<file path="config.mk">
export PLATFORM = sky130hd
export DESIGN_NAME = mcbq_seq
export DESIGN_NICKNAME = d
export VERILOG_FILES = /design/src/hdl/mcbq_pkg.sv /design/src/hdl/mcbq_seq.sv
export SDC_FILE = /design/constraint.sdc
export NUM_CORES = 1
export LEC_CHECK = 0
export BUFFER_PORTS_ARGS = -buffer_cell sky130_fd_sc_hd__clkbuf_2
export CORE_AREA = 2 2 39 41
export DETAILED_ROUTE_END_ITERATION = 10
export DIE_AREA = 0 0 41 43
export GPL_ROUTABILITY_DRIVEN = 0
export PLACE_DENSITY = 0.74
export SLEW_MARGIN = 20
export SYNTH_ARGS = -nofsm -noshare
export SYNTH_HDL_FRONTEND = slang
export SYNTH_SLANG_ARGS = --single-unit
</file>
<file path="constraint.sdc">
create_clock -name i_clk -period 4.1 [get_ports i_clk]
set_clock_uncertainty 0.15 [all_clocks]
set_input_delay 0.41 -clock i_clk [delete_from_list [all_inputs] [get_ports i_clk]]
set_output_delay 0.41 -clock i_clk [all_outputs]
set_load 0.005 [all_outputs]
</file>
<file path="src/hdl/mcbq_pkg.sv">
package mcbq_pkg;

    // Fixed widths of the datapath
    localparam int SAMPLE_W = 16;
    localparam int COEF_W   = 32;
    localparam int STATE_W  = 64;   // Q40.24 intermediate
    localparam int TSUM_W   = 68;   // w + 2*d1 + d2
    localparam int MUL_W    = 33;   // shared signed multiplier operand width
    localparam int PROD_W   = 2 * MUL_W;
    localparam int ACC_W    = 100;  // holds both sums exactly
    localparam int COEF_SETS = 2;

    // Configuration register indexes
    localparam int CFG_IDX_W = 3;
    localparam logic [CFG_IDX_W-1:0] CFG_B0_0   = 3'd0;
    localparam logic [CFG_IDX_W-1:0] CFG_A1_0   = 3'd1;
    localparam logic [CFG_IDX_W-1:0] CFG_A2_0   = 3'd2;
    localparam logic [CFG_IDX_W-1:0] CFG_B0_1   = 3'd3;
    localparam logic [CFG_IDX_W-1:0] CFG_A1_1   = 3'd4;
    localparam logic [CFG_IDX_W-1:0] CFG_A2_1   = 3'd5;
    localparam logic [CFG_IDX_W-1:0] CFG_ENABLE = 3'd6;

    // Output saturation limits
    localparam logic [SAMPLE_W-1:0] SAT_MAX = 16'h7fff;
    localparam logic [SAMPLE_W-1:0] SAT_MIN = 16'h8000;

    // Microprogram addresses
    localparam int PC_BITS = 4;
    typedef logic [PC_BITS-1:0] t_pc;
    localparam t_pc PC_IDLE    = 4'd0;
    localparam t_pc PC_FB_D1LO = 4'd1;
    localparam t_pc PC_FB_D1HI = 4'd2;
    localparam t_pc PC_FB_D2LO = 4'd3;
    localparam t_pc PC_FB_D2HI = 4'd4;
    localparam t_pc PC_FB_LAST = 4'd5;
    localparam t_pc PC_WSTEP   = 4'd6;
    localparam t_pc PC_TSTEP   = 4'd7;
    localparam t_pc PC_FF_LO   = 4'd8;
    localparam t_pc PC_FF_MID  = 4'd9;
    localparam t_pc PC_FF_HI   = 4'd10;
    localparam t_pc PC_FF_LAST = 4'd11;
    localparam t_pc PC_OUT     = 4'd12;

    // Multiplier operand A source
    typedef enum logic [2:0] {
        A_D1LO, A_D1HI, A_D2LO, A_D2HI, A_TLO, A_TMID, A_THI
    } t_asel;

    // Multiplier operand B source
    typedef enum logic [1:0] {
        B_A1, B_A2, B_B0
    } t_bsel;

    // Accumulator operation
    typedef enum logic [2:0] {
        ACC_HOLD, ACC_INIT_FB, ACC_INIT_FF, ACC_ADD, ACC_SUB
    } t_accop;

    // Weight of the registered product
    typedef enum logic [1:0] {
        SH_0, SH_32, SH_64
    } t_shift;

    // Sequencing of the step counter
    typedef enum logic [1:0] {
        J_NEXT,   // go to next step
        J_IN,     // wait for input; bypass items jump to target
        J_OUT,    // wait for free output register, then jump to target
        J_GOTO    // unconditional jump to target
    } t_jump;

    // One control word
    typedef struct packed {
        t_asel  asel;
        t_bsel  bsel;
        t_accop accop;
        t_shift shift;
        logic   ld_w;
        logic   ld_t;
        logic   upd_state;
        logic   ld_out;
        t_jump  jump;
        t_pc    target;
    } t_uword;

    // Status the sequencer branches on
    typedef struct packed {
        logic in_valid;
        logic bypass;
        logic out_free;
    } t_seq_stat;

    localparam t_uword UW_NOP = '{
        asel: A_D1LO, bsel: B_A1, accop: ACC_HOLD, shift: SH_0,
        ld_w: 1'b0, ld_t: 1'b0, upd_state: 1'b0, ld_out: 1'b0,
        jump: J_NEXT, target: PC_IDLE
    };

    // Microprogram ROM
    function automatic t_uword ucode(input t_pc pc);
        t_uword uw;
        uw = UW_NOP;
        unique case (pc)
            PC_IDLE: begin
                uw.jump   = J_IN;
                uw.target = PC_OUT;
            end
            // feedback sum: x*2^54 + 2^29 - a1*d1 - a2*d2
            PC_FB_D1LO: begin
                uw.accop = ACC_INIT_FB;
                uw.asel  = A_D1LO;
                uw.bsel  = B_A1;
            end
            PC_FB_D1HI: begin
                uw.asel  = A_D1HI;
                uw.bsel  = B_A1;
                uw.accop = ACC_SUB;
                uw.shift = SH_0;
            end
            PC_FB_D2LO: begin
                uw.asel  = A_D2LO;
                uw.bsel  = B_A2;
                uw.accop = ACC_SUB;
                uw.shift = SH_32;
            end
            PC_FB_D2HI: begin
                uw.asel  = A_D2HI;
                uw.bsel  = B_A2;
                uw.accop = ACC_SUB;
                uw.shift = SH_0;
            end
            PC_FB_LAST: begin
                uw.accop = ACC_SUB;
                uw.shift = SH_32;
            end
            PC_WSTEP: begin
                uw.ld_w = 1'b1;
            end
            PC_TSTEP: begin
                uw.ld_t  = 1'b1;
                uw.accop = ACC_INIT_FF;
            end
            // feed-forward product: b0*t + 2^55
            PC_FF_LO: begin
                uw.asel = A_TLO;
                uw.bsel = B_B0;
            end
            PC_FF_MID: begin
                uw.asel  = A_TMID;
                uw.bsel  = B_B0;
                uw.accop = ACC_ADD;
                uw.shift = SH_0;
            end
            PC_FF_HI: begin
                uw.asel  = A_THI;
                uw.bsel  = B_B0;
                uw.accop = ACC_ADD;
                uw.shift = SH_32;
            end
            PC_FF_LAST: begin
                uw.accop     = ACC_ADD;
                uw.shift     = SH_64;
                uw.upd_state = 1'b1;
            end
            PC_OUT: begin
                uw.ld_out = 1'b1;
                uw.jump   = J_OUT;
                uw.target = PC_IDLE;
            end
            default: begin
                uw.jump   = J_GOTO;
                uw.target = PC_IDLE;
            end
        endcase
        return uw;
    endfunction

endpackage

</file>
<file path="src/hdl/mcbq_seq.sv">
module mcbq_seq (
    input  logic               i_clk,
    input  logic               i_rst_n,
    input  mcbq_pkg::t_seq_stat i_stat,
    output mcbq_pkg::t_uword    o_uword
);

    mcbq_pkg::t_pc r_pc;
    mcbq_pkg::t_pc n_pc;

    // control word of the current step
    assign o_uword = mcbq_pkg::ucode(r_pc);

    // step counter
    always_ff @(posedge i_clk) begin
        if (!i_rst_n) begin
            r_pc <= mcbq_pkg::PC_IDLE;
        end else begin
            r_pc <= n_pc;
        end
    end

    // next step and conditional jumps
    always_comb begin
        n_pc = r_pc;
        unique case (o_uword.jump)
            mcbq_pkg::J_NEXT: begin
                n_pc = mcbq_pkg::t_pc'(r_pc + 1'b1);
            end
            mcbq_pkg::J_IN: begin
                if (i_stat.in_valid) begin
                    n_pc = i_stat.bypass ? o_uword.target
                                         : mcbq_pkg::t_pc'(r_pc + 1'b1);
                end
            end
            mcbq_pkg::J_OUT: begin
                if (i_stat.out_free) begin
                    n_pc = o_uword.target;
                end
            end
            mcbq_pkg::J_GOTO: begin
                n_pc = o_uword.target;
            end
            default: begin
                n_pc = mcbq_pkg::PC_IDLE;
            end
        endcase
    end

endmodule

</file>
==> impl_metrics.csv, run 1 <==
group,metric,value,unit
clock_network,clock-sinks,4,
worst_setup_path,cp.arrival,1.83,ns
power,ir_worst_vdd,0.263,mV
timing,fin_crit_sh,0.583,
layout,top_regs,"r_pc x4",
place,io_buffers,22,
layout,drive_gt1_frac,0.337,
hold_path,hold_path_end,"r_pc[2]",
job,drv_cap,0,
yosys,yosys-top-cells-count,"6 x inv_1, 6 x nand2_1, 5 x a21oi_1, 5 x buf_4, 5 x nor2_1",
worst_setup_path,path_max_fanout,10,
worst_setup_path,path_class,"register to primary output",
clock_network,cts_max_level,1,
worst_setup_path,worst_setup_path_start_kind,"register",
hold_path,hold-path-cell-count,3,
layout,top_register,"r_pc",
yosys,synth-edff-count,0,
layout,largest_register_ffs,4,
worst_setup_path,r2r_end,"r_pc[1]",
yosys,netlist.top_cell.by_area,"dfxtp_1",
clock_network,cts_buffers,3,
timing,fmax,418,MHz
yosys,ys_seq_area_frac,0.156,
detailed_routing,routed_via_density,5.35,
power,power,0.000439,W
grt,grt.total_usage,0.143,
yosys,syn_inst,72,
layout,final_cell_area,614,um2
clock_network,postCtsSetupBuffers,0,
floorplan,start_util,0.371,
yosys,syn_area,513,um2
detailed_routing,vias,562,
worst_setup_path,worst_setup_path_end_kind,"primary output",
worst_setup_path,critPathMaxStageDelay,0.58,ns
worst_setup_path,worst-r2r-cell-count,5,
power,p_clk_frac,0.108,
power,powerDensity,714,mW/mm2
worst_setup_path,worstPathRequired,3.54,ns
clock_network,holdBufCountCts,0,
detailed_routing,drc_errors,0,
floorplan,dieArea,0.00176,mm2
power,power.leakage,0.298,nW
timing,fin_hold_ws,0.353,ns
timing,final.setup.tns,0,ns
hold_path,min_path_type,"input port to register",
worst_setup_path,r2r_start,"r_pc[0]",
layout,n_antenna_cell,0,
place,dp_hpwl,930,um
layout,register_area,80.1,um2
place,dpl_worst_slack,1.96,ns
detailed_routing,drt-total-wl,1.15,mm
timing,final_max_slew_viol_count,0,
floorplan,core.rowCount,14,
worst_setup_path,cp_slowest_cell,"or4_4",
power,p_int,0.000231,W
yosys,netlist-cell-type-count,33,
clock_network,clkLatencyLatePin,0.23,ns
grt,antenna_found_initial,0,
layout,syn2layout_area_growth,19.8,%
floorplan,die_h,43,um
hold_path,hp-start,"i_rst_n",
clock_network,cts_tree,"built",
detailed_routing,drtPass1Iterations,4,
yosys,synth.area.top_cells,"dfxtp_1 16%, ha_1 9.8%, buf_4 7.3%",
timing,setup_slack,1.71,ns
worst_setup_path,crit_chain,"inv_1, ha_1, or4_4, nand2_2, clkbuf_2",
clock_network,clockBufferDepth,2,
grt,grt_overflow,0,
floorplan,coreArea,0.00138,mm2
detailed_routing,drtIter0Drc,6,
layout,fill_cells,142,
yosys,syn_area_per_cell,7.12,um2
grt,grt_pass1_vias,447,
yosys,synth_top_area_share,0.156,
layout,fin_nets,100,
yosys,ys_async_sr_fraction,0,
layout,multiInputGateArea,359,um2
clock_network,clk_pin_slew,0.03,ns
floorplan,die_x,41,um
place,dpl-instance-area,592,um2
timing,min_period,2.39,ns
timing,worst_pin_slew,0.556,ns
power,switchingPower,0.000208,W
yosys,synth_seq_cells,4,
outcome,outcome,"complete, no violations",
timing,setup_viol,0,
floorplan,ios,25,
clock_network,cts_resized,0,
power,seqPwrFrac,0.218,
timing,rsz0062_at_grt,"false",
grt,grt_pass1_wl,1.73,mm
grt,grt_max_degree,21,
power,switching_share,0.474,
timing,relSlewSlack,0.629,
clock_network,clock-root-buffer,"clkbuf_4",
power,p_comb_frac,0.674,
detailed_routing,ant_nets,0,
yosys,ys.flop_type,"dfxtp_1",
yosys,synth_warnings,0,
detailed_routing,wire_per_inst,10.9,um
worst_setup_path,r2r_setup_slack,2.23,ns
timing,hold_viol_final,0,
## layout by cell type (no fill, tap or decap), types with 2 or more instances in the layout
master,netlist,final
clkbuf_4,0,3
o2111ai_1,2,2
nor2_1,5,5
nor3_1,2,2
a211oi_1,2,2
o32ai_1,2,2
a21oi_1,5,5
conb_1,1,2
a31oi_1,2,2
ha_1,4,4
inv_1,6,6
dfxtp_1,4,4
nor2b_1,2,2
nand2b_1,2,2
clkbuf_2,0,22
o21ai_0,3,3
nand2_1,6,6
## power by group through the flow
stage	Combinational [W]	Sequential, W	Clock [W]
6_report	0.000296	0.0000956	0.0000474
5_1_grt	0.000335	0.0000999	0.0000507
4_1_cts	0.000300	0.0000937	0.0000497
3_5_place_dp	0.000299	0.0000950	0
3_3_place_gp	0.000296	0.0000939	0
2_1_floorplan	0.000251	0.0000665	0
## layer usage
metal	part of all wire	vias up	track usage
met4	0.028	0	0.113
met1	0.41	250	0.164
met5	0	-	0
met3	0.048	4	0.0157
met2	0.52	16	0.222
li1	-	292	-
## cell type report
type                    instances  area share
clock buffers                   3      0.0367
repair buffers                 22       0.179
flip-flops and latches          4       0.130
multi-input cells              54       0.585
well taps                      16      0.0326
inverters                       6      0.0367
## worst max-delay path by stage
stage	start	end	slack, ns	cells after the start
after detailed placement	r_pc[0]	o_uword[5]	1.96	5
final	r_pc[0]	o_uword[5]	1.71	5
after CTS	r_pc[0]	o_uword[5]	1.71	5
after floorplan	r_pc[0]	o_uword[5]	2.12	5
after global placement	r_pc[0]	o_uword[5]	2.00	5
after global routing	r_pc[0]	o_uword[5]	1.61	5
## kinds of logic after synthesis
logic type | after synthesis | synth area share
adder cells (fa/ha/maj) | 4 | 0.0976
XOR/XNOR | 1 | 0.0171
AND/OR/NAND/NOR | 25 | 0.288
AO/OA/AOI/OAI | 22 | 0.283
buffers and inverters | 15 | 0.151
flip-flops | 4 | 0.156
other | 1 | 0.00731
## metrics by stage
| stage | utilization | instances |
|---|---|---|
| floorplan | - | 73 |
| global placement | 0.428 | 102 |
| detailed placement | 0.428 | 102 |
| CTS | 0.444 | 105 |
| global route | 0.444 | 105 |
| finish | 0.444 | 105 |
## critical path: cells and delay by family, from the launching register on
| kind | cells | cell delay [ns] |
|---|---|---|
| DFF | 1 | 0.38 |
| buffers and inverters | 2 | 0.22 |
| and+or+nand+nor | 2 | 0.69 |
| adders and majority gates | 1 | 0.31 |
(Power assumes the default switching activity.)
==> run 2: changes to the inputs <==
Settings changed: CORE_AREA 2 2 39 41 to not set, CORE_UTILIZATION set to 39, DIE_AREA 0 0 41 43 to not set, PLACE_DENSITY 0.74 to 0.77.
Clock period 4.1 ns to 2.1 ns, I/O delays scaled along.
==> run 2 against run 1 <==
Against the previous run:
- wire length increased by 4.6%
- combinational power is 120% higher
- setup slack got worse by 1.6 ns
- hold slack got worse by 0.21 ns
- register-to-register slack worse by 1.8 ns
- sequential cell count is the same
- critical path type unchanged
- highest routed layer unchanged
==> impl_metrics.csv, run 2 (synthesis gave the netlist of run 1 again) <==
group,metric,value,unit
clock_network,clk_pin_slew,0.04,ns
worst_setup_path,path_max_fanout,10,
clock_network,clock-root-buffer,"clkbuf_4",
layout,fill_cells,110,
timing,final_max_slew_viol_count,0,
floorplan,dieArea,0.00146,mm2
layout,fin_nets,100,
grt,grt.total_usage,0.184,
grt,grt_overflow,0,
timing,fin_crit_sh,0.970,
floorplan,core.rowCount,12,
floorplan,die_x,38.3,um
floorplan,die_h,38.3,um
timing,hold_viol_final,0,
detailed_routing,drt-total-wl,1.20,mm
clock_network,cts_buffers,3,
power,power.leakage,0.298,nW
grt,grt_pass1_vias,458,
worst_setup_path,path_class,"register to primary output",
outcome,outcome,"complete, no violations",
floorplan,ios,25,
clock_network,clkLatencyLatePin,0.23,ns
timing,rsz0062_at_grt,"false",
worst_setup_path,worst_setup_path_end_kind,"primary output",
layout,largest_register_ffs,4,
timing,min_period,2.04,ns
layout,drive_gt1_frac,0.427,
clock_network,cts_max_level,1,
timing,worst_pin_slew,0.565,ns
detailed_routing,ant_nets,0,
layout,syn2layout_area_growth,26.6,%
clock_network,cts_tree,"built",
timing,setup_slack,0.0638,ns
worst_setup_path,worstPathRequired,1.74,ns
timing,final.setup.tns,0,ns
power,powerDensity,1430,mW/mm2
place,dpl_worst_slack,0.160,ns
detailed_routing,drtIter0Drc,21,
layout,mostFrequentLayoutCell,"clkbuf_2",
power,ir_worst_vdd,0.576,mV
worst_setup_path,cp.arrival,1.68,ns
detailed_routing,drc_errors,0,
worst_setup_path,worst_setup_path_start_kind,"register",
layout,top_regs,"r_pc x4",
clock_network,clock-sinks,4,
grt,grt_pass1_wl,1.85,mm
layout,n_antenna_cell,0,
clock_network,clockBufferDepth,2,
clock_network,postCtsSetupBuffers,0,
floorplan,start_util,0.438,
layout,register_area,82.6,um2
timing,fmax,491,MHz
place,io_buffers,22,
detailed_routing,vias,568,
grt,antenna_found_initial,0,
hold_path,min_path_type,"input port to register",
detailed_routing,wire_per_inst,11.6,um
worst_setup_path,r2r_setup_slack,0.39,ns
detailed_routing,drtPass1Iterations,4,
place,dp_hpwl,926,um
timing,setup_viol,0,
timing,relSlewSlack,0.623,
layout,multiInputGateArea,394,um2
layout,top_register,"r_pc",
timing,fin_hold_ws,0.143,ns
detailed_routing,routed_via_density,5.51,
layout,layout_common_cells,"22 x clkbuf_2, 6 x nand2_1, 5 x nor2_1, 5 x inv_1, 5 x a21oi_1",
floorplan,coreArea,0.00117,mm2
grt,grt_max_degree,21,
job,drv_cap,0,
run 2: cell types whose count changed in the layout (fill, tap and decap cells not counted), moves of 2 or more:
cell,before,now
ha_1,4,1
dfxtp_1,4,2
dfxtp_2,0,2
ha_4,0,2
run 2: area by class of cell:
| type | instances | area share |
|---|---|---|
| tap | 14 | 0.0270 |
| sequential | 4 | 0.127 |
| inverter | 6 | 0.0347 |
| clock buffer | 3 | 0.0347 |
| multi-input combinational | 54 | 0.607 |
| timing repair buffer | 22 | 0.170 |
run 2: power breakdown:
part           switching [W]  total (W)  leakage (nW)  internal, W
clock network      0.0000276  0.0000912        0.0138    0.0000636
registers          0.0000853   0.000193        0.0336     0.000108
logic               0.000314   0.000642         0.251     0.000328
run 2: final timing paths:
check	from	endpoint	cells after the start
max	r_pc[1]	o_uword[5]	5
min	i_rst_n	r_pc[0]	3
max reg2reg	r_pc[1]	r_pc[1]	5
min reg2reg	r_pc[0]	r_pc[0]	2
run 2: metal layers:
layer  routed length (um)  global-route usage  vias up  part of all wire
met1                  514               0.209      251              0.43
met4                   10               0.107        0            0.0083
li1                     -                   -      287                 -
met5                    0                   0        -                 0
met2                  583               0.309       28              0.49
met3                   91              0.0407        2             0.076
run 2: per-stage QoR:
stage / cells / power (W) / instance area (um2) / utilization
floorplan: 73 / 0.000620 / 517 / -
global placement: 100 / 0.000760 / 589 / 0.503
detailed placement: 100 / 0.000773 / 589 / 0.503
CTS: 103 / 0.000878 / 618 / 0.528
global route: 103 / 0.00102 / 649 / 0.554
finish: 103 / 0.000927 / 649 / 0.554
run 2: timing repair:
action	4_1_cts	5_1_grt
hold buffers	0	0
resized for setup	3	7
endpoints found under the setup margin	2	2
run 2: critical path: stages (launching register included):
cell	delay (ns)
dfxtp_2	0.37
inv_1	0.10
ha_4	0.20
or4_4	0.54
nand2_2	0.12
clkbuf_2	0.12
