`src/hdl/mcbq_pkg.sv`:
```
package mcbq_pkg;

    // Fixed widths of the datapath
    localparam int SAMPLE_W = 16;
    localparam int COEF_W   = 32;
    localparam int STATE_W  = 64;   // Q40.24 intermediate
    localparam int TSUM_W   = 68;   // w + 2*d1 + d2
    localparam int MUL_W    = 33;   // shared signed multiplier operand width
    localparam int PROD_W   = 2 * MUL_W;
    localparam int ACC_W    = 100;  // holds both sums exactly
    localparam int COEF_SETS = 2;

    // Configuration register indexes
    localparam int CFG_IDX_W = 3;
    localparam logic [CFG_IDX_W-1:0] CFG_B0_0   = 3'd0;
    localparam logic [CFG_IDX_W-1:0] CFG_A1_0   = 3'd1;
    localparam logic [CFG_IDX_W-1:0] CFG_A2_0   = 3'd2;
    localparam logic [CFG_IDX_W-1:0] CFG_B0_1   = 3'd3;
    localparam logic [CFG_IDX_W-1:0] CFG_A1_1   = 3'd4;
    localparam logic [CFG_IDX_W-1:0] CFG_A2_1   = 3'd5;
    localparam logic [CFG_IDX_W-1:0] CFG_ENABLE = 3'd6;

    // Output saturation limits
    localparam logic [SAMPLE_W-1:0] SAT_MAX = 16'h7fff;
    localparam logic [SAMPLE_W-1:0] SAT_MIN = 16'h8000;

    // Microprogram addresses
    localparam int PC_BITS = 4;
    typedef logic [PC_BITS-1:0] t_pc;
    localparam t_pc PC_IDLE    = 4'd0;
    localparam t_pc PC_FB_D1LO = 4'd1;
    localparam t_pc PC_FB_D1HI = 4'd2;
    localparam t_pc PC_FB_D2LO = 4'd3;
    localparam t_pc PC_FB_D2HI = 4'd4;
    localparam t_pc PC_FB_LAST = 4'd5;
    localparam t_pc PC_WSTEP   = 4'd6;
    localparam t_pc PC_TSTEP   = 4'd7;
    localparam t_pc PC_FF_LO   = 4'd8;
    localparam t_pc PC_FF_MID  = 4'd9;
    localparam t_pc PC_FF_HI   = 4'd10;
    localparam t_pc PC_FF_LAST = 4'd11;
    localparam t_pc PC_OUT     = 4'd12;

    // Multiplier operand A source
    typedef enum logic [2:0] {
        A_D1LO, A_D1HI, A_D2LO, A_D2HI, A_TLO, A_TMID, A_THI
    } t_asel;

    // Multiplier operand B source
    typedef enum logic [1:0] {
        B_A1, B_A2, B_B0
    } t_bsel;

    // Accumulator operation
    typedef enum logic [2:0] {
        ACC_HOLD, ACC_INIT_FB, ACC_INIT_FF, ACC_ADD, ACC_SUB
    } t_accop;

    // Weight of the registered product
    typedef enum logic [1:0] {
        SH_0, SH_32, SH_64
    } t_shift;

    // Sequencing of the step counter
    typedef enum logic [1:0] {
        J_NEXT,   // go to next step
        J_IN,     // wait for input; bypass items jump to target
        J_OUT,    // wait for free output register, then jump to target
        J_GOTO    // unconditional jump to target
    } t_jump;

    // One control word
    typedef struct packed {
        t_asel  asel;
        t_bsel  bsel;
        t_accop accop;
        t_shift shift;
        logic   ld_w;
        logic   ld_t;
        logic   upd_state;
        logic   ld_out;
        t_jump  jump;
        t_pc    target;
    } t_uword;

    // Status the sequencer branches on
    typedef struct packed {
        logic in_valid;
        logic bypass;
        logic out_free;
    } t_seq_stat;

    localparam t_uword UW_NOP = '{
        asel: A_D1LO, bsel: B_A1, accop: ACC_HOLD, shift: SH_0,
        ld_w: 1'b0, ld_t: 1'b0, upd_state: 1'b0, ld_out: 1'b0,
        jump: J_NEXT, target: PC_IDLE
    };

    // Microprogram ROM
    function automatic t_uword ucode(input t_pc pc);
        t_uword uw;
        uw = UW_NOP;
        unique case (pc)
            PC_IDLE: begin
                uw.jump   = J_IN;
                uw.target = PC_OUT;
            end
            // feedback sum: x*2^54 + 2^29 - a1*d1 - a2*d2
            PC_FB_D1LO: begin
                uw.accop = ACC_INIT_FB;
                uw.asel  = A_D1LO;
                uw.bsel  = B_A1;
            end
            PC_FB_D1HI: begin
                uw.asel  = A_D1HI;
                uw.bsel  = B_A1;
                uw.accop = ACC_SUB;
                uw.shift = SH_0;
            end
            PC_FB_D2LO: begin
                uw.asel  = A_D2LO;
                uw.bsel  = B_A2;
                uw.accop = ACC_SUB;
                uw.shift = SH_32;
            end
            PC_FB_D2HI: begin
                uw.asel  = A_D2HI;
                uw.bsel  = B_A2;
                uw.accop = ACC_SUB;
                uw.shift = SH_0;
            end
            PC_FB_LAST: begin
                uw.accop = ACC_SUB;
                uw.shift = SH_32;
            end
            PC_WSTEP: begin
                uw.ld_w = 1'b1;
            end
            PC_TSTEP: begin
                uw.ld_t  = 1'b1;
                uw.accop = ACC_INIT_FF;
            end
            // feed-forward product: b0*t + 2^55
            PC_FF_LO: begin
                uw.asel = A_TLO;
                uw.bsel = B_B0;
            end
            PC_FF_MID: begin
                uw.asel  = A_TMID;
                uw.bsel  = B_B0;
                uw.accop = ACC_ADD;
                uw.shift = SH_0;
            end
            PC_FF_HI: begin
                uw.asel  = A_THI;
                uw.bsel  = B_B0;
                uw.accop = ACC_ADD;
                uw.shift = SH_32;
            end
            PC_FF_LAST: begin
                uw.accop     = ACC_ADD;
                uw.shift     = SH_64;
                uw.upd_state = 1'b1;
            end
            PC_OUT: begin
                uw.ld_out = 1'b1;
                uw.jump   = J_OUT;
                uw.target = PC_IDLE;
            end
            default: begin
                uw.jump   = J_GOTO;
                uw.target = PC_IDLE;
            end
        endcase
        return uw;
    endfunction

endpackage

```
`src/hdl/mcbq_dp.sv`:
```
module mcbq_dp #(
    parameter int CHANNELS = 2
) (
    input  logic                                                   i_clk,
    input  logic                                                   i_rst_n,
    input  mcbq_pkg::t_uword                                       i_ctrl,
    input  logic                                                   i_in_fire,
    input  logic                                                   i_channel,
    input  logic signed [mcbq_pkg::SAMPLE_W-1:0]                   i_sample,
    input  logic                                                   i_bypass,
    input  logic [mcbq_pkg::COEF_SETS-1:0][mcbq_pkg::COEF_W-1:0]   i_b0,
    input  logic [mcbq_pkg::COEF_SETS-1:0][mcbq_pkg::COEF_W-1:0]   i_a1,
    input  logic [mcbq_pkg::COEF_SETS-1:0][mcbq_pkg::COEF_W-1:0]   i_a2,
    output logic                                                   o_channel,
    output logic signed [mcbq_pkg::SAMPLE_W-1:0]                   o_result
);

    localparam int ACC_W = mcbq_pkg::ACC_W;

    // item registers
    logic                                   r_ch;
    logic signed [mcbq_pkg::SAMPLE_W-1:0]   r_x;
    logic                                   r_byp;

    // delay line per channel
    logic [mcbq_pkg::STATE_W-1:0] r_d1 [CHANNELS];
    logic [mcbq_pkg::STATE_W-1:0] r_d2 [CHANNELS];

    // working registers
    logic signed [mcbq_pkg::PROD_W-1:0]  r_prod;
    logic signed [ACC_W-1:0]             r_acc;
    logic signed [ACC_W-1:0]             n_acc;
    logic [mcbq_pkg::STATE_W-1:0]        r_w;
    logic [mcbq_pkg::TSUM_W-1:0]         r_t;

    logic [mcbq_pkg::STATE_W-1:0]        w_d1;
    logic [mcbq_pkg::STATE_W-1:0]        w_d2;
    logic [mcbq_pkg::COEF_W-1:0]         w_b0;
    logic [mcbq_pkg::COEF_W-1:0]         w_a1;
    logic [mcbq_pkg::COEF_W-1:0]         w_a2;
    logic signed [mcbq_pkg::MUL_W-1:0]   w_a_op;
    logic signed [mcbq_pkg::MUL_W-1:0]   w_b_op;
    logic signed [ACC_W-1:0]             w_prod_ext;
    logic signed [ACC_W-1:0]             w_prod_sh;
    logic [ACC_W-1:0]                    w_fb_init;
    logic [ACC_W-1:0]                    w_ff_init;
    logic [mcbq_pkg::STATE_W-1:0]        w_x_q24;
    logic                                w_w_fits;
    logic [mcbq_pkg::STATE_W-1:0]        w_w_new;
    logic [mcbq_pkg::TSUM_W-1:0]         w_t_new;
    logic [ACC_W-57:0]                   w_q;
    logic                                w_y_fits;
    logic [mcbq_pkg::SAMPLE_W-1:0]       w_y_sat;

    assign w_d1 = r_d1[r_ch];
    assign w_d2 = r_d2[r_ch];
    assign w_b0 = i_b0[r_ch];
    assign w_a1 = i_a1[r_ch];
    assign w_a2 = i_a2[r_ch];

    // capture the accepted item
    always_ff @(posedge i_clk) begin
        if (i_in_fire) begin
            r_ch  <= i_channel;
            r_x   <= i_sample;
            r_byp <= i_bypass;
        end
    end

    // multiplier operand A: 32-bit chunks (the top chunk of t is 4 bits), upper chunk signed
    always_comb begin
        unique case (i_ctrl.asel)
            mcbq_pkg::A_D1LO: w_a_op = $signed({1'b0, w_d1[31:0]});
            mcbq_pkg::A_D1HI: w_a_op = $signed({w_d1[63], w_d1[63:32]});
            mcbq_pkg::A_D2LO: w_a_op = $signed({1'b0, w_d2[31:0]});
            mcbq_pkg::A_D2HI: w_a_op = $signed({w_d2[63], w_d2[63:32]});
            mcbq_pkg::A_TLO:  w_a_op = $signed({1'b0, r_t[31:0]});
            mcbq_pkg::A_TMID: w_a_op = $signed({1'b0, r_t[63:32]});
            mcbq_pkg::A_THI:  w_a_op = $signed({{29{r_t[67]}}, r_t[67:64]});
            default:          w_a_op = '0;
        endcase
    end

    // multiplier operand B: coefficient
    always_comb begin
        unique case (i_ctrl.bsel)
            mcbq_pkg::B_A1: w_b_op = $signed({w_a1[31], w_a1});
            mcbq_pkg::B_A2: w_b_op = $signed({w_a2[31], w_a2});
            mcbq_pkg::B_B0: w_b_op = $signed({1'b0, w_b0});
            default:        w_b_op = '0;
        endcase
    end

    // shared multiplier, registered product
    always_ff @(posedge i_clk) begin
        r_prod <= w_a_op * w_b_op;
    end

    // product weighted by its chunk position (modular, final sum fits)
    assign w_prod_ext = $signed({{(ACC_W - mcbq_pkg::PROD_W){r_prod[mcbq_pkg::PROD_W-1]}},
                                 r_prod});
    always_comb begin
        unique case (i_ctrl.shift)
            mcbq_pkg::SH_0:  w_prod_sh = w_prod_ext;
            mcbq_pkg::SH_32: w_prod_sh = w_prod_ext <<< 32;
            mcbq_pkg::SH_64: w_prod_sh = w_prod_ext <<< 64;
            default:         w_prod_sh = w_prod_ext;
        endcase
    end

    // x*2^54 + 2^29 and 2^55 need no adder: the bits do not overlap
    assign w_fb_init = {{(ACC_W - 70){r_x[15]}}, r_x, 24'b0, 1'b1, 29'b0};
    assign w_ff_init = {{(ACC_W - 56){1'b0}}, 1'b1, 55'b0};

    // accumulator
    always_comb begin
        unique case (i_ctrl.accop)
            mcbq_pkg::ACC_HOLD:    n_acc = r_acc;
            mcbq_pkg::ACC_INIT_FB: n_acc = $signed(w_fb_init);
            mcbq_pkg::ACC_INIT_FF: n_acc = $signed(w_ff_init);
            mcbq_pkg::ACC_ADD:     n_acc = r_acc + w_prod_sh;
            mcbq_pkg::ACC_SUB:     n_acc = r_acc - w_prod_sh;
            default:               n_acc = r_acc;
        endcase
    end

    always_ff @(posedge i_clk) begin
        r_acc <= n_acc;
    end

    // w = sum >>> 30; on overflow of 64 bits it falls back to the sample
    assign w_x_q24  = {{24{r_x[15]}}, r_x, 24'b0};
    assign w_w_fits = (&r_acc[ACC_W-1:93]) | ~(|r_acc[ACC_W-1:93]);
    assign w_w_new  = w_w_fits ? r_acc[93:30] : w_x_q24;

    // t = w + 2*d1 + d2
    assign w_t_new = {{4{r_w[63]}}, r_w}
                   + {{3{w_d1[63]}}, w_d1, 1'b0}
                   + {{4{w_d2[63]}}, w_d2};

    always_ff @(posedge i_clk) begin
        if (i_ctrl.ld_w) begin
            r_w <= w_w_new;
        end
        if (i_ctrl.ld_t) begin
            r_t <= w_t_new;
        end
    end

    // delay line shift
    always_ff @(posedge i_clk) begin
        if (!i_rst_n) begin
            for (int c = 0; c < CHANNELS; c++) begin
                r_d1[c] <= '0;
                r_d2[c] <= '0;
            end
        end else if (i_ctrl.upd_state) begin
            r_d2[r_ch] <= w_d1;
            r_d1[r_ch] <= r_w;
        end
    end

    // output: sum >>> 56, saturated to 16 bits
    assign w_q      = r_acc[ACC_W-1:56];
    assign w_y_fits = (&w_q[ACC_W-57:15]) | ~(|w_q[ACC_W-57:15]);
    assign w_y_sat  = w_y_fits ? w_q[15:0]
                    : (w_q[ACC_W-57] ? mcbq_pkg::SAT_MIN : mcbq_pkg::SAT_MAX);

    assign o_channel = r_ch;
    assign o_result  = r_byp ? r_x : $signed(w_y_sat);

endmodule

```
`config.mk`:
```
export PLATFORM = sky130hd
export DESIGN_NAME = mcbq_dp
export DESIGN_NICKNAME = d
export VERILOG_FILES = /design/src/hdl/mcbq_pkg.sv /design/src/hdl/mcbq_dp.sv
export SDC_FILE = /design/constraint.sdc
export NUM_CORES = 2
export LEC_CHECK = 0
export BUFFER_PORTS_ARGS = -buffer_cell sky130_fd_sc_hd__buf_2
export CAP_MARGIN = 0
export CORE_ASPECT_RATIO = 1.1
export CORE_MARGIN = 2
export CORE_UTILIZATION = 40
export CTS_BUF_LIST = sky130_fd_sc_hd__clkbuf_4
export DETAILED_ROUTE_END_ITERATION = 10
export HOLD_SLACK_MARGIN = 0.1
export PLACE_DENSITY_LB_ADDON = 0.12
export SETUP_SLACK_MARGIN = 0.05
export SYNTH_ARGS = -nofsm -noshare
export SYNTH_HDL_FRONTEND = slang
export SYNTH_SLANG_ARGS = --single-unit
```
`constraint.sdc`:
```
create_clock -name i_clk -period 12.1 [get_ports i_clk]
set_input_delay 2.42 -clock i_clk [delete_from_list [all_inputs] [get_ports i_clk]]
set_output_delay 2.42 -clock i_clk [all_outputs]
set_load 0.05 [all_outputs]
```
==> summary.md <==
| Metric | Value |
|---|---|
| Async SR Flop Fraction | 0% |
| Class of the worst hold path | reg2reg |
| Fin. Hold Viols | 0 |
| Clock transition at path regs | 0.06 ns |
| CTS Buf Count | 158 |
| Routed WL per cell | 24.0 µm |
| Worst-Skew Late Latency | 1.17 ns |
| Synth warn | 0 |
| Synth Area in Adders | 38.0% |
| Vias per cell | 5.41 |
| Die Wd | 421 µm |
| Period utilization | 91.5% |
| Crit end category | flop |
| Mux cell area share after synthesis | 3.09% |
| Aggregate global routing overflow | 0 |
| Die height | 463 µm |
| Clk buf depth | 3 |
| Fin. max-slew vios | 0 |
| Max_cap viols | 0 |
| Die area | 195000 µm² |
| First-pass GRT wire length | 400000 µm |
| CP most frequent cell | fa_1 |
| Largest net degree at the start of global routing | 83 |
| RSZ-0062 raised after global routing | no |
| Most frequent cell after synthesis | inv_1 |
| Post-synthesis sequential area ratio | 21.6% |
| CTS Hold Bufs | 0 |
| Critical Path Max Stage Delay | 0.73 ns |
| Cells after DPL | 10900 |
| Yosys top cell by area | fa_1 |
| Post-synth EDFFs | 505 |
| Slew @ Worst Pin | 1.17 ns |
| # Post-CTS Setup Buffers | 0 |
| Synth Area per Inst | 9.35 µm² |
| CTS tree | done |
| Starting DRC count in detailed routing | 4510 |
| Main synth FF type | edfxtp_1 |
| WS Path Type | in2reg |
| Post-Syn Area | 76500 µm² |
| Drt pass-1 iters | 5 |
| Initial core utilization | 40.2% |
| Layout cell share with drive strength beyond 1 | 11.9% |
| Required time of the critical path | 13.16 ns |
| Layout area overhead | 10.9% |
| Largest family of logic cells by synthesized area | adder cells |
| Post-cts repair resize count | 0 |
| Min Tclk post-route | 11.07 ns |
| Synth area leaders | fa_1 (32%), edfxtp_1 (20%), inv_1 (6.5%) |
| Global Route Usage Sum | 27.7% |
| Initial antenna violation count | 15 |
| Post-synth top cells | inv_1 (1315), fa_1 (1211), nand2_1 (954) |
| Worst Skew | 0.104 ns |
| Post-DP HPWL | 219000 µm |
| Critical Path AT | 12.13 ns |
| Worst Setup Start Kind | input port |
| Post-Syn Instances | 8180 |
| Routed Antenna Nets | 0 |
| Core box area | 190000 µm² |
| Reg2Reg Depth | 34 |
| CTS sink cnt | 572 |
| H-tree Lvls | 4 |
| Worst path slowest cell | o21a_1 |
| Number of setup violations in the final report | 0 |
| IO Port Bufs | 242 |
| F_max | 0.0903 GHz |
| Mapped Nets | 10000 |
| #FFs+latches synth | 572 |
| CP Max Fanout | 22 |
| Netlist cell types | 87 |
| Drt drc | 0 |
| Via count | 60400 |
| NumNets Final | 10300 |
| Synth Area in Compound Gates | 11.1% |
| Total Wirelength | 268000 µm |
| Finished Layout Cells | 11200 |
| Simple-Gate Fraction of Synth Area | 14.2% |
| FP Rows | 168 |
| Top cell type's share of synthesized area | 31.7% |
| Top Ports | 250 |
| Xor/xnor share of the synthesized area | 3.49% |
| Gpl congestion | 0.922 |
| CTS Root Cell | clkbuf_4 |
| Vias in the first global route | 62200 |
| Slew HR | 21.6% |
| Status | finished, final reports clean |
| Worst hold path depth | 2 |
## worst paths after layout
path                          from                  end  slack [ns]
setup / recovery        i_ctrl[15]   r_prod[62]$_DFF_P_        1.03
hold reg to reg   r_x[4]$_DFFE_PP_  r_acc[58]$_DFFE_PP_        0.59
hold / removal    r_x[4]$_DFFE_PP_  r_acc[58]$_DFFE_PP_        0.59
setup reg to reg              flop   r_prod[62]$_DFF_P_        1.45
## cells by family after synthesis
logic type	Yosys count
flops	572
mux	224
compound gates	1278
buf+inv	1734
simple gates	2471
xor+xnor	305
fa+ha+maj	1596
## layer usage
layer  GRT usage [%]  up-vias  part of all wire (%)
met1            37.8    30800                    43
met5               0        -                 0.015
li1                -    27200                     -
met4            10.1        6                   4.1
met3            4.65      432                   6.4
met2            44.1     1976                    47
## critical path, delay by kind of cell
| kind | cells | cell delay [ns] |
|---|---|---|
| adder cells (fa/ha/maj) | 9 | 4.58 |
| AO/OA/AOI/OAI | 11 | 3.08 |
| buffers and inverters | 10 | 1.38 |
| AND/OR/NAND/NOR | 2 | 0.37 |
| XOR/XNOR | 1 | 0.13 |
| multiplexers | 1 | 0.09 |
## cell type report
cell class,instances,area [µm²]
multi-input combinational,5874,54000
fill,18800,105000
timing repair buffer,567,4060
clock inverter,49,368
clock buffer,223,1670
antenna,17,42.5
inverter,1318,4950
sequential,572,16500
tap,2550,3190
## flip-flops by register name (all words and copies together), names as in the netlist, named ones only
| signal | count |
|---|---|
| r_d2 | 128 |
| o_channel | 1 |
| r_d1 | 128 |
| r_w | 64 |
| r_x | 16 |
| r_t | 67 |
| r_prod | 66 |
| r_byp | 1 |
| r_acc | 100 |
## through the flow
stage	cell area [µm²]	utilization [%]	setup TNS (ns)	setup WS (ns)	hold slack [ns]
floorplan	76500	-	0	0.599	0.532
global placement	82700	43.5	-0.0533	-0.0322	0.562
detailed placement	82700	43.5	-0.0823	-0.0412	0.578
CTS	84800	44.6	0	1.18	0.584
global route	84800	44.6	0	0.644	0.608
finish	84800	44.6	0	1.03	0.590
## cell usage in the layout (no fill, tap or decap), types with 48 or more instances in the layout
cell,n
a21o_1,180
a21oi_1,305
a221oi_1,49
a31oi_1,50
and2_1,199
and3_1,56
buf_2,240
buf_4,295
clkbuf_4,223
dfxtp_1,66
edfxtp_1,505
fa_1,1211
ha_1,384
inv_1,1315
mux2_2,87
mux2i_1,136
nand2_1,951
nand2b_1,48
nand3_1,76
nand4_1,61
nor2_1,866
nor2b_1,50
nor3_1,48
o21ai_0,243
xnor2_1,192
xor2_1,112
Power is left out: the tool's default activity adds up to more than one toggle a clock period on the data nets, which glitch-free logic cannot reach.
